[config.mk]
export PLATFORM = sky130hd
export DESIGN_NAME = i2c_bit_level_master_core
export DESIGN_NICKNAME = d
export VERILOG_FILES = /design/src/rtl/i2cbm_pkg.sv /design/src/rtl/i2cbm_fifo.sv /design/src/rtl/i2cbm_front.sv /design/src/rtl/i2cbm_back.sv /design/src/rtl/i2c_bit_level_master_core.sv
export VERILOG_INCLUDE_DIRS = /design/src /design/src/rtl
export SDC_FILE = /design/constraint.sdc
export NUM_CORES = 1
export LEC_CHECK = 0
export BUFFER_PORTS_ARGS = -buffer_cell sky130_fd_sc_hd__buf_4
export CORE_AREA = 3 3 112 114
export CTS_CLUSTER_SIZE = 25
export DETAILED_ROUTE_END_ITERATION = 16
export DIE_AREA = 0 0 115 117
export PLACE_DENSITY = 0.79
export SYNTH_ARGS = -nofsm -noshare
export SYNTH_HDL_FRONTEND = slang
export SYNTH_SLANG_ARGS = --single-unit
[constraint.sdc]
create_clock -name clk_i -period 18.98 [get_ports clk_i]
set_input_delay 3.796 -clock clk_i [delete_from_list [all_inputs] [get_ports clk_i]]
set_output_delay 3.796 -clock clk_i [all_outputs]
set_load 0.02 [all_outputs]
[src/rtl/i2c_bit_level_master_core_defines.svh]
// Assertion macros used by the top-level design file.
`ifndef I2C_BIT_LEVEL_MASTER_CORE_DEFINES_SVH
`define I2C_BIT_LEVEL_MASTER_CORE_DEFINES_SVH

// The consequent must hold on every clock edge at which the antecedent holds.
`define I2CBM_ASSERT_IMPLY(name, clk, rst_n, ante, cons, msg) \
  name: assert property (@(posedge clk) disable iff (!(rst_n)) (ante) |-> (cons)) \
    else $error(msg);

// The condition must never hold outside reset.
`define I2CBM_ASSERT_NEVER(name, clk, rst_n, cond, msg) \
  name: assert property (@(posedge clk) disable iff (!(rst_n)) !(cond)) \
    else $error(msg);

`endif

[src/rtl/i2cbm_pkg.sv]
package i2cbm_pkg;

  localparam int unsigned CfgWidth        = 16;
  localparam int unsigned PhaseDelayReset = 300;
  localparam int unsigned StepWidth       = 5;

  typedef enum logic [2:0] {
    OP_START  = 3'd0,
    OP_RSTART = 3'd1,
    OP_STOP   = 3'd2,
    OP_WRITE  = 3'd3,
    OP_READ   = 3'd4,
    OP_IDLE   = 3'd7
  } op_e;

  typedef enum logic [2:0] {
    ACT_SDA0,
    ACT_SDA1,
    ACT_SCL0,
    ACT_SCL1,
    ACT_SDA_BIT,
    ACT_SAMPLE_ACK,
    ACT_SAMPLE_BIT,
    ACT_SDA_ACK
  } act_e;

  typedef struct packed {
    logic       cmd_ok;
    op_e        op;
    logic [7:0] tx_byte;
    logic       last_read;
    logic       sda_sample;
  } tick_t;

  typedef struct packed {
    logic       scl_release;
    logic       sda_release;
    logic       busy_res;
    logic       done_res;
    logic [7:0] rx_byte;
    logic       nack;
  } result_t;

  function automatic logic [1:0] mod3(input logic [StepWidth-1:0] v);
    logic [StepWidth-1:0] r;
    begin
      r = v;
      if (r >= 5'd24) r = r - 5'd24;
      if (r >= 5'd12) r = r - 5'd12;
      if (r >= 5'd6) r = r - 5'd6;
      if (r >= 5'd3) r = r - 5'd3;
      return r[1:0];
    end
  endfunction

  function automatic logic [StepWidth-1:0] last_step(input op_e op);
    case (op)
      OP_START:  return 5'd1;
      OP_RSTART: return 5'd3;
      OP_STOP:   return 5'd2;
      default:   return 5'd28;
    endcase
  endfunction

  function automatic act_e action_of(input op_e op, input logic [StepWidth-1:0] s);
    logic [StepWidth-1:0] k;
    begin
      k = '0;
      case (op)
        OP_START: begin
          return (s == 5'd0) ? ACT_SDA0 : ACT_SCL0;
        end
        OP_RSTART: begin
          case (s[1:0])
            2'd0:    return ACT_SDA1;
            2'd1:    return ACT_SCL1;
            2'd2:    return ACT_SDA0;
            default: return ACT_SCL0;
          endcase
        end
        OP_STOP: begin
          if (s == 5'd0) return ACT_SDA0;
          if (s == 5'd1) return ACT_SCL1;
          return ACT_SDA1;
        end
        OP_WRITE: begin
          if (s < 5'd24) begin
            case (mod3(s))
              2'd0:    return ACT_SDA_BIT;
              2'd1:    return ACT_SCL1;
              default: return ACT_SCL0;
            endcase
          end
          k = s - 5'd24;
          case (k)
            5'd0:    return ACT_SDA1;
            5'd1:    return ACT_SCL1;
            5'd2:    return ACT_SAMPLE_ACK;
            5'd3:    return ACT_SCL0;
            default: return ACT_SDA0;
          endcase
        end
        default: begin
          if (s == 5'd0) return ACT_SDA1;
          if (s == 5'd1) return ACT_SCL0;
          if (s < 5'd26) begin
            case (mod3(s - 5'd2))
              2'd0:    return ACT_SCL1;
              2'd1:    return ACT_SAMPLE_BIT;
              default: return ACT_SCL0;
            endcase
          end
          k = s - 5'd26;
          case (k)
            5'd0:    return ACT_SDA_ACK;
            5'd1:    return ACT_SCL1;
            default: return ACT_SCL0;
          endcase
        end
      endcase
    end
  endfunction

endpackage

[src/rtl/i2cbm_fifo.sv]
module i2cbm_fifo #(
  parameter int unsigned WIDTH = 8,
  parameter int unsigned DEPTH = 2
) (
  input  logic             clk_i,
  input  logic             rst_ni,
  input  logic             push_i,
  input  logic [WIDTH-1:0] wdata_i,
  output logic             full_o,
  input  logic             pop_i,
  output logic [WIDTH-1:0] rdata_o,
  output logic             empty_o
);

  localparam int unsigned AW = (DEPTH > 1) ? $clog2(DEPTH) : 1;
  localparam int unsigned CW = $clog2(DEPTH + 1);

  logic [WIDTH-1:0] mem_q [DEPTH];
  logic [AW-1:0]    wr_ptr_q, wr_ptr_d;
  logic [AW-1:0]    rd_ptr_q, rd_ptr_d;
  logic [CW-1:0]    count_q, count_d;
  logic             do_push, do_pop;

  assign full_o  = (count_q == CW'(DEPTH));
  assign empty_o = (count_q == '0);
  assign do_push = push_i && !full_o;
  assign do_pop  = pop_i && !empty_o;
  assign rdata_o = mem_q[rd_ptr_q];

  always_comb begin
    wr_ptr_d = wr_ptr_q;
    rd_ptr_d = rd_ptr_q;
    count_d  = count_q;
    if (do_push) begin
      wr_ptr_d = (wr_ptr_q == AW'(DEPTH - 1)) ? '0 : wr_ptr_q + AW'(1);
    end
    if (do_pop) begin
      rd_ptr_d = (rd_ptr_q == AW'(DEPTH - 1)) ? '0 : rd_ptr_q + AW'(1);
    end
    if (do_push && !do_pop) begin
      count_d = count_q + CW'(1);
    end else if (do_pop && !do_push) begin
      count_d = count_q - CW'(1);
    end
  end

  always_ff @(posedge clk_i or negedge rst_ni) begin
    if (!rst_ni) begin
      wr_ptr_q <= '0;
      rd_ptr_q <= '0;
      count_q  <= '0;
    end else begin
      wr_ptr_q <= wr_ptr_d;
      rd_ptr_q <= rd_ptr_d;
      count_q  <= count_d;
    end
  end

  always_ff @(posedge clk_i) begin
    if (do_push) begin
      mem_q[wr_ptr_q] <= wdata_i;
    end
  end

endmodule

[src/rtl/i2cbm_front.sv]
module i2cbm_front
  import i2cbm_pkg::*;
(
  input  logic       push_i,
  input  logic       cmd_valid_i,
  input  logic [2:0] func_i,
  input  logic [7:0] tx_byte_i,
  input  logic       last_read_i,
  input  logic       sda_sample_i,
  output logic       mid_push_o,
  output tick_t      tick_o
);

  op_e op;

  always_comb begin
    case (func_i)
      3'd0:    op = OP_START;
      3'd1:    op = OP_RSTART;
      3'd2:    op = OP_STOP;
      3'd3:    op = OP_WRITE;
      3'd4:    op = OP_READ;
      default: op = OP_IDLE;
    endcase
  end

  assign mid_push_o        = push_i;
  assign tick_o.cmd_ok     = cmd_valid_i && (op != OP_IDLE);
  assign tick_o.op         = op;
  assign tick_o.tx_byte    = tx_byte_i;
  assign tick_o.last_read  = last_read_i;
  assign tick_o.sda_sample = sda_sample_i;

endmodule

[src/rtl/i2cbm_back.sv]
module i2cbm_back
  import i2cbm_pkg::*;
#(
  parameter int unsigned DELAY_WIDTH = 16
) (
  input  logic                clk_i,
  input  logic                rst_ni,
  input  logic                cfg_we_i,
  input  logic [CfgWidth-1:0] cfg_data_i,
  input  logic                tick_valid_i,
  input  tick_t               tick_i,
  output logic                tick_pop_o,
  input  logic                res_full_i,
  output logic                res_push_o,
  output result_t             res_o
);

  logic [CfgWidth-1:0]    phase_delay_q;
  logic [31:0]            delay_ext;
  logic [DELAY_WIDTH-1:0] delay;
  logic [DELAY_WIDTH-1:0] timer_q, timer_d, timer_inc;
  logic [StepWidth-1:0]   step_q, step_d;
  op_e                    op_q, op_d;
  logic [7:0]             shift_q, shift_d;
  logic [7:0]             read_q, read_d;
  logic                   ack_q, ack_d;
  logic                   nreq_q, nreq_d;
  logic                   scl_q, scl_d;
  logic                   sda_q, sda_d;
  logic                   go, fire, finish, done;
  act_e                   act;

  assign go         = tick_valid_i && !res_full_i;
  assign tick_pop_o = go;
  assign res_push_o = go;

  assign delay_ext = 32'(phase_delay_q);
  assign delay     = delay_ext[DELAY_WIDTH-1:0];
  assign timer_inc = timer_q + DELAY_WIDTH'(1);
  assign fire      = (op_q != OP_IDLE) && (timer_inc >= delay);
  assign finish    = fire && (step_q >= last_step(op_q));
  assign act       = action_of(op_q, step_q);

  always_comb begin
    op_d = op_q;
    case (op_q)
      OP_IDLE: begin
        if (tick_i.cmd_ok) begin
          op_d = tick_i.op;
        end
      end
      default: begin
        if (finish) begin
          op_d = OP_IDLE;
        end
      end
    endcase
  end

  always_comb begin
    timer_d = timer_q;
    step_d  = step_q;
    shift_d = shift_q;
    read_d  = read_q;
    ack_d   = ack_q;
    nreq_d  = nreq_q;
    scl_d   = scl_q;
    sda_d   = sda_q;
    done    = 1'b0;
    if (op_q == OP_IDLE) begin
      if (tick_i.cmd_ok) begin
        step_d  = '0;
        timer_d = '0;
        if (tick_i.op == OP_WRITE) begin
          shift_d = tick_i.tx_byte;
        end
        if (tick_i.op == OP_READ) begin
          shift_d = '0;
          nreq_d  = tick_i.last_read;
        end
      end
    end else if (fire) begin
      timer_d = '0;
      case (act)
        ACT_SDA0: sda_d = 1'b0;
        ACT_SDA1: sda_d = 1'b1;
        ACT_SCL0: scl_d = 1'b0;
        ACT_SCL1: scl_d = 1'b1;
        ACT_SDA_BIT: begin
          sda_d   = shift_q[7];
          shift_d = {shift_q[6:0], 1'b0};
        end
        ACT_SAMPLE_ACK: ack_d = tick_i.sda_sample;
        ACT_SAMPLE_BIT: shift_d = {shift_q[6:0], tick_i.sda_sample};
        default: sda_d = nreq_q;
      endcase
      if (finish) begin
        if (op_q == OP_READ) begin
          read_d = shift_d;
        end
        step_d = '0;
        done   = 1'b1;
      end else begin
        step_d = step_q + StepWidth'(1);
      end
    end else begin
      timer_d = timer_inc;
    end
  end

  assign res_o.scl_release = scl_d;
  assign res_o.sda_release = sda_d;
  assign res_o.busy_res    = (op_d != OP_IDLE);
  assign res_o.done_res    = done;
  assign res_o.rx_byte     = read_d;
  assign res_o.nack        = ack_d;

  always_ff @(posedge clk_i or negedge rst_ni) begin
    if (!rst_ni) begin
      phase_delay_q <= CfgWidth'(PhaseDelayReset);
    end else if (cfg_we_i) begin
      phase_delay_q <= cfg_data_i;
    end
  end

  always_ff @(posedge clk_i or negedge rst_ni) begin
    if (!rst_ni) begin
      op_q    <= OP_IDLE;
      timer_q <= '0;
      step_q  <= '0;
      shift_q <= '0;
      read_q  <= '0;
      ack_q   <= 1'b0;
      nreq_q  <= 1'b0;
      scl_q   <= 1'b1;
      sda_q   <= 1'b1;
    end else if (go) begin
      op_q    <= op_d;
      timer_q <= timer_d;
      step_q  <= step_d;
      shift_q <= shift_d;
      read_q  <= read_d;
      ack_q   <= ack_d;
      nreq_q  <= nreq_d;
      scl_q   <= scl_d;
      sda_q   <= sda_d;
    end
  end

endmodule

[src/rtl/i2c_bit_level_master_core.sv]
// Open-drain I2C master bit engine. Every word pushed is one timer tick that may carry a
// command (start, repeated start, stop, write byte, read byte) and the sampled SDA level, and
// every pushed word yields exactly one result word with the SCL and SDA drive levels, busy,
// done, the last received byte and the write acknowledge level. A command is taken only while
// the engine is idle, and each line action follows phase_delay ticks after the previous one.
// The engine takes one word per clock cycle while the result queue is not full; its state loop
// advances one tick per word taken. A pushed word is decoded into a two-entry queue, which the
// engine pops while the result queue has room; results wait in a two-entry result queue.
// The configuration channel is always ready and must only be written while no word is pending.
`include "i2c_bit_level_master_core_defines.svh"

module i2c_bit_level_master_core
  import i2cbm_pkg::*;
#(
  parameter int unsigned DELAY_WIDTH = 16
) (
  input  logic                clk_i,
  input  logic                rst_ni,
  input  logic                push,
  output logic                full,
  input  logic                cmd_valid_i,
  input  logic [2:0]          func_i,
  input  logic [7:0]          tx_byte_i,
  input  logic                last_read_i,
  input  logic                sda_sample_i,
  output logic                empty,
  input  logic                pop,
  output logic                scl_release_o,
  output logic                sda_release_o,
  output logic                busy_res_o,
  output logic                done_res_o,
  output logic [7:0]          rx_byte_o,
  output logic                nack_o,
  input  logic                cfg_valid_i,
  output logic                cfg_ready_o,
  input  logic [CfgWidth-1:0] cfg_data_i
);

  tick_t   front_tick, mid_tick;
  result_t back_res, out_res;
  logic    mid_push, mid_empty, mid_pop;
  logic    back_push, out_full;

  assign cfg_ready_o = 1'b1;

  i2cbm_front u_front (
    .push_i      (push),
    .cmd_valid_i (cmd_valid_i),
    .func_i      (func_i),
    .tx_byte_i   (tx_byte_i),
    .last_read_i (last_read_i),
    .sda_sample_i(sda_sample_i),
    .mid_push_o  (mid_push),
    .tick_o      (front_tick)
  );

  i2cbm_fifo #(
    .WIDTH($bits(tick_t)),
    .DEPTH(2)
  ) u_mid_fifo (
    .clk_i  (clk_i),
    .rst_ni (rst_ni),
    .push_i (mid_push),
    .wdata_i(front_tick),
    .full_o (full),
    .pop_i  (mid_pop),
    .rdata_o(mid_tick),
    .empty_o(mid_empty)
  );

  i2cbm_back #(
    .DELAY_WIDTH(DELAY_WIDTH)
  ) u_back (
    .clk_i       (clk_i),
    .rst_ni      (rst_ni),
    .cfg_we_i    (cfg_valid_i && cfg_ready_o),
    .cfg_data_i  (cfg_data_i),
    .tick_valid_i(!mid_empty),
    .tick_i      (mid_tick),
    .tick_pop_o  (mid_pop),
    .res_full_i  (out_full),
    .res_push_o  (back_push),
    .res_o       (back_res)
  );

  i2cbm_fifo #(
    .WIDTH($bits(result_t)),
    .DEPTH(2)
  ) u_out_fifo (
    .clk_i  (clk_i),
    .rst_ni (rst_ni),
    .push_i (back_push),
    .wdata_i(back_res),
    .full_o (out_full),
    .pop_i  (pop),
    .rdata_o(out_res),
    .empty_o(empty)
  );

  assign scl_release_o = out_res.scl_release;
  assign sda_release_o = out_res.sda_release;
  assign busy_res_o    = out_res.busy_res;
  assign done_res_o    = out_res.done_res;
  assign rx_byte_o     = out_res.rx_byte;
  assign nack_o        = out_res.nack;

  `I2CBM_ASSERT_IMPLY(a_push_not_full, clk_i, rst_ni, back_push, !out_full, "Result word lost.")
  `I2CBM_ASSERT_NEVER(a_pop_push_pair, clk_i, rst_ni, mid_pop != back_push, "Tick without result.")
  `I2CBM_ASSERT_IMPLY(a_done_not_busy, clk_i, rst_ni, !empty && done_res_o, !busy_res_o, "Done while busy.")

endmodule
# Word-level counts from Yosys, hierarchy flattened
# Memory sizes are Yosys's and may differ from the RTL's.
# Index checks and enable logic that the tools add are counted.
# word_totals
regBits	68
latchBits	0
ramBits	54
rom_bits	0
out_inout_bits	16
word_cells	234
mem_count	2
# classes
add_sub_neg	20
multipliers	0
div_mod_pow	0
order_cmp	12
n_eq_ne	33
shifts	0
n_mux	111
bitwise_logic	0
reduce_logical	40
# mem_list
name	words	word_bits	rd	rd_ports_with_merged_regs	write_ports	line_no	text
u_mid_fifo.mem_q	2	14	1	0	1	i2cbm_fifo.sv:18	logic [WIDTH-1:0] mem_q [DEPTH];
u_out_fifo.mem_q	2	13	1	0	1	i2cbm_fifo.sv:18	
# op_table
cell	count
two-way mux 5 bit	28
two-way mux 8 bit	9
two-way mux 16 bit	3
two-way mux 3 bit	15
two-way mux 1 bit	32
two-way mux 2 bit	13
case mux 3 bit (4 select lines)	2
== test 3 x 2 -> 1 bit, second input constant	7
== test 3 bit, second input constant	7
case mux 3 bit (2 select lines)	3
adder 16 x 1 -> 16 bit, second input constant	1
greater-or-equal comparator 16 bit	1
case mux 8 bit (2 select lines)	1
== test 5 x 1 -> 1 bit, second input constant	3
zero test 5 bit	3
case mux 3 bit (5 select lines)	1
case mux 5 bit (3 select lines)	1
subtractor 5 bit, second input constant	3
logical AND 1 bit	12
!= test 3 bit, second input constant	4
== test 5 x 2 -> 1 bit, second input constant	2
greater-or-equal comparator 5 x 2 -> 1 bit, second input constant	2
greater-or-equal comparator 5 x 3 -> 1 bit, second input constant	2
greater-or-equal comparator 5 x 4 -> 1 bit, second input constant	2
other kinds (26)	59

# Depth between registers and ports, before layout
# depth
ltp_word	39
mapped_depth	25
mapped_depth_nobuf	22

# Modules after synthesis
# Synthesis repeated with hierarchy kept, for this count alone.
# unflattened
hier_cells	679
hier_area_um2	7322.0
# by_module_without_submodules
module	n_inst	cells_each	area_each_um2
i2cbm_back	1	538	4763.3
i2cbm_fifo (u_mid_fifo)	1	63	1260.0
i2cbm_fifo (u_out_fifo)	1	59	1168.6
i2cbm_front	1	16	115.1
i2c_bit_level_master_core	1	3	15.0

# Least setup slack after synthesis
# No wires, ideal clock.
# synth_timing
path_type	reg-to-reg
from	register u_back.step_q[0]
to	memory u_out_fifo.mem_q[0][1] in the netlist's numbering (data pin)
setup_time_ns	0.262
t_arrival_ns	5.740
required_ns	18.718
setup_slack_ns	12.978
path_stages_with_launch	23
path_cell_list	dfrtp_1 > clkbuf_1 > inv_1 > ha_1 > a41oi_1 > ha_1 > or3b_1 > a211o_1 > ha_1 > a21o_1 > or2_0 > a211oi_1 > xnor2_1 > ha_1 > or4_1 > o211ai_1 > o31ai_1 > or3_1 > a31oi_1 > o221ai_1 > and2_1 > mux2_4 > mux2_2
# synth_lines
item	line_no	text
start: declaration	i2cbm_back.sv:22	logic [StepWidth-1:0] step_q, step_d;
start signal: assignment	i2cbm_back.sv:140	step_q <= step_d;
end: declaration	i2cbm_fifo.sv:18	

==> results.cfg <==
[run_status]
outcome = finished clean

[yosys]
async_reset_ff_share_pct = 55.7
ys.flop_type = dfrtp_1
synth_nets = 715
synth_area_sq_um = 6940
syn_inst = 640
synth.avg_cell_area_sq_um = 10.8
synthTopCellsByCount = dfrtp_1, edfxtp_1, nand2_1
ys_seq_area_share_pct = 48.1
synth.most_common_cell = dfrtp_1
synth_edf_count = 54
yosys_warnings = 0
yosysTopAreaCell = edfxtp_1
synth_area_leaders = edfxtp_1, dfrtp_1, ha_1, mux2_2, dfstp_2
yosysTopAreaCellShare_pct = 23.4
synth_seq_cells = 122
yosysUniqueCellTypes = 74

[timing]
setup-violations-final = 0
period_share_pct = 38.2
skew_ns = 0.00961
setup_tns_ns = 0
period_minus_slack_ns = 7.24
worst_hold_slack_ns = 0.504
timing.final.ws_setup_ns = 11.74
rsz0062_at_grt = false
slew_headroom_pct = 15.7
report.final.slew_viol_count = 0
max_freq_mhz = 138
final_hold_viol_count = 0
worst_pin_slew_ns = 1.26

[place]
dp_hpwl_microns = 9900
post-place-ws_ns = 11.88
place_congestion = 0.927
placed_cell_area_sq_um = 7370
numPortBuffers = 49

[cells_and_area]
nFillCells = 808
fin_area_sq_um = 7970
area_growth_syn_to_layout_pct = 14.9
n_antenna_cell = 0
drive_gt1_share_pct = 20.1
fin_nets = 759

[route]
firstDrtPassIters = 5
drcViolationCount = 0
routed-via-count = 5064
viasPerCell = 6.03
ant_nets = 0
totalWireLength_microns = 14500
wl_per_cell_microns = 17.3
drt_iter0_drc = 360

[global_routing]
grt_pass1_vias = 5047
grt-ovfl-total = 0
grt_pass1_wl_microns = 24200
antenna_found_initial = 0
grt_max_degree = 69
track_usage_pct = 22.7

[clocking]
cts-buffers-inserted = 17
clk_latency_ns = 0.42
clk_pin_slew_ns = 0.06
cts_max_path_buffers = 2
cts_num_sinks = 122
cts_tree = built
cts_resized = 0
cts_setup_buffers = 0
cts_root_buffer = clkbuf_16
hold_buffers = 0
htreeDepth = 4

[critical_path]
crit_path_start_kind = flop
crit_type = flop to flop
cp.required_ns = 19.14
cp_max_fo = 19
arrival_ns = 7.40
cp-end-kind = flop

[die]
io_pins = 51
initial_core_util_pct = 60.2
dieWidth_microns = 115
num_rows = 39
die_h_microns = 117
die_area_sq_um = 13500
coreArea_sq_um = 11500

[power]
max-vdd-ir-drop_mv = 0.114
powerDensity_nw_per_um2 = 124
p_leak_nw = 3.52

[worst_hold_path]
hold_path.class = flop to flop

[job]
maxCapViolations = 0
## final timing paths
| kind | slack (ns) | cells past startpoint | end | startpoint |
|---|---|---|---|---|
| worst max register to register | 11.74 | 22 | u_out_fifo.mem_q[1][1] | u_back.step_q[1] |
| max in group asynchronous | 14.91 | 1 | u_back.read_q[7] | rst_ni |
| worst min-delay path | 0.50 | 2 | u_back.delay[2] | u_back.delay[2] |
| worst min register to register | 0.50 | 2 | u_back.delay[2] | u_back.delay[2] |
| worst max-delay path | 11.74 | 22 | u_out_fifo.mem_q[1][1] | u_back.step_q[1] |
| min in group asynchronous | 3.47 | 1 | u_mid_fifo.wr_ptr_q | rst_ni |
## final cells by class
cell class / instances / area (sq um) / area share, %
clock buffer: 18 / 439 / 5.51
clock inverter: 14 / 163 / 2.04
inverter: 46 / 173 / 2.17
multi-input combinational: 447 / 3310 / 41.5
sequential: 122 / 3330 / 41.8
tap: 143 / 179 / 2.24
timing repair buffer: 50 / 375 / 4.71
## cell usage in the layout (no fill, tap or decap), drive strengths merged, types with 6 or more instances in the layout
master  instances
buf            50
dfstp           9
a211oi          6
xor2           11
ha             40
clkinv          6
nand3          17
o21ai          33
nand2          47
a21oi          29
edfxtp         54
inv            51
a22o           15
dfrtp          59
o32a            7
clkbuf         18
nor2           36
nand2b         14
a21o           12
o22ai           9
or3             8
nor3            8
mux2i          20
nor2b           6
mux2           38
xnor2          20
and3            9
## registers in the layout, indices dropped and copies added, names as in the netlist, 2 cells and up
name                cells
u_back.step_q           5
u_out_fifo.mem_q       26
u_back.delay           16
u_back.read_q           8
u_mid_fifo.mem_q       28
u_mid_fifo.count_q      2
u_back.shift_q          8
u_back.timer_q         16
u_back.op_q             3
u_out_fifo.count_q      2
## power by group
group,switching (mW),total (mW),internal [mW]
clock network,0.126,0.326,0.200
logic,0.159,0.277,0.119
registers,0.0418,0.389,0.347
total,0.326,0.992,0.666
## stage by stage
stage	power, mW	cells	util, %
floorplan	0.572	640	-
global placement	0.654	808	64.0
detailed placement	0.668	808	64.0
CTS	0.996	840	69.2
global route	1.04	840	69.2
finish	0.992	840	69.2
## metal layers
metal | vias up | part of all wire [%] | global-route usage, %
met5 | - | 0 | 0
met4 | 0 | 1.5 | 8.29
met1 | 2458 | 43 | 29.0
li1 | 2429 | - | -
met2 | 158 | 50 | 38.5
met3 | 19 | 5.6 | 4.94
## critical path: stages (launching register included)
cell and delay [ns]:
dfrtp_1 0.74, inv_1 0.29, ha_1 0.30, a41oi_1 0.42, ha_1 0.35, or3b_1 0.41
a211o_1 0.31, ha_1 0.24, a21o_1 0.18, or2_0 0.21, a211oi_1 0.24, xnor2_1 0.23
ha_1 0.26, nor2_1 0.08, and3_1 0.18, o2111a_1 0.24, o31ai_1 0.44, or3_1 0.20
a32oi_1 0.11, a221oi_2 0.28, a21o_1 0.62, mux2_4 0.36, mux2_2 0.28
## logic make-up (layout without fill, tap and decap cells)
family | after synthesis | in the layout | synth area share, %
other | 1 | 1 | 0.0541
AO/OA/AOI/OAI | 146 | 146 | 14.5
AND/OR/NAND/NOR | 170 | 170 | 12.5
multiplexers | 58 | 58 | 9.16
XOR/XNOR | 32 | 32 | 4.26
flip-flops | 122 | 122 | 48.1
buffers and inverters | 71 | 128 | 4.22
adder cells (fa/ha/maj) | 40 | 40 | 7.22
Power figures use the tool's default switching activity.
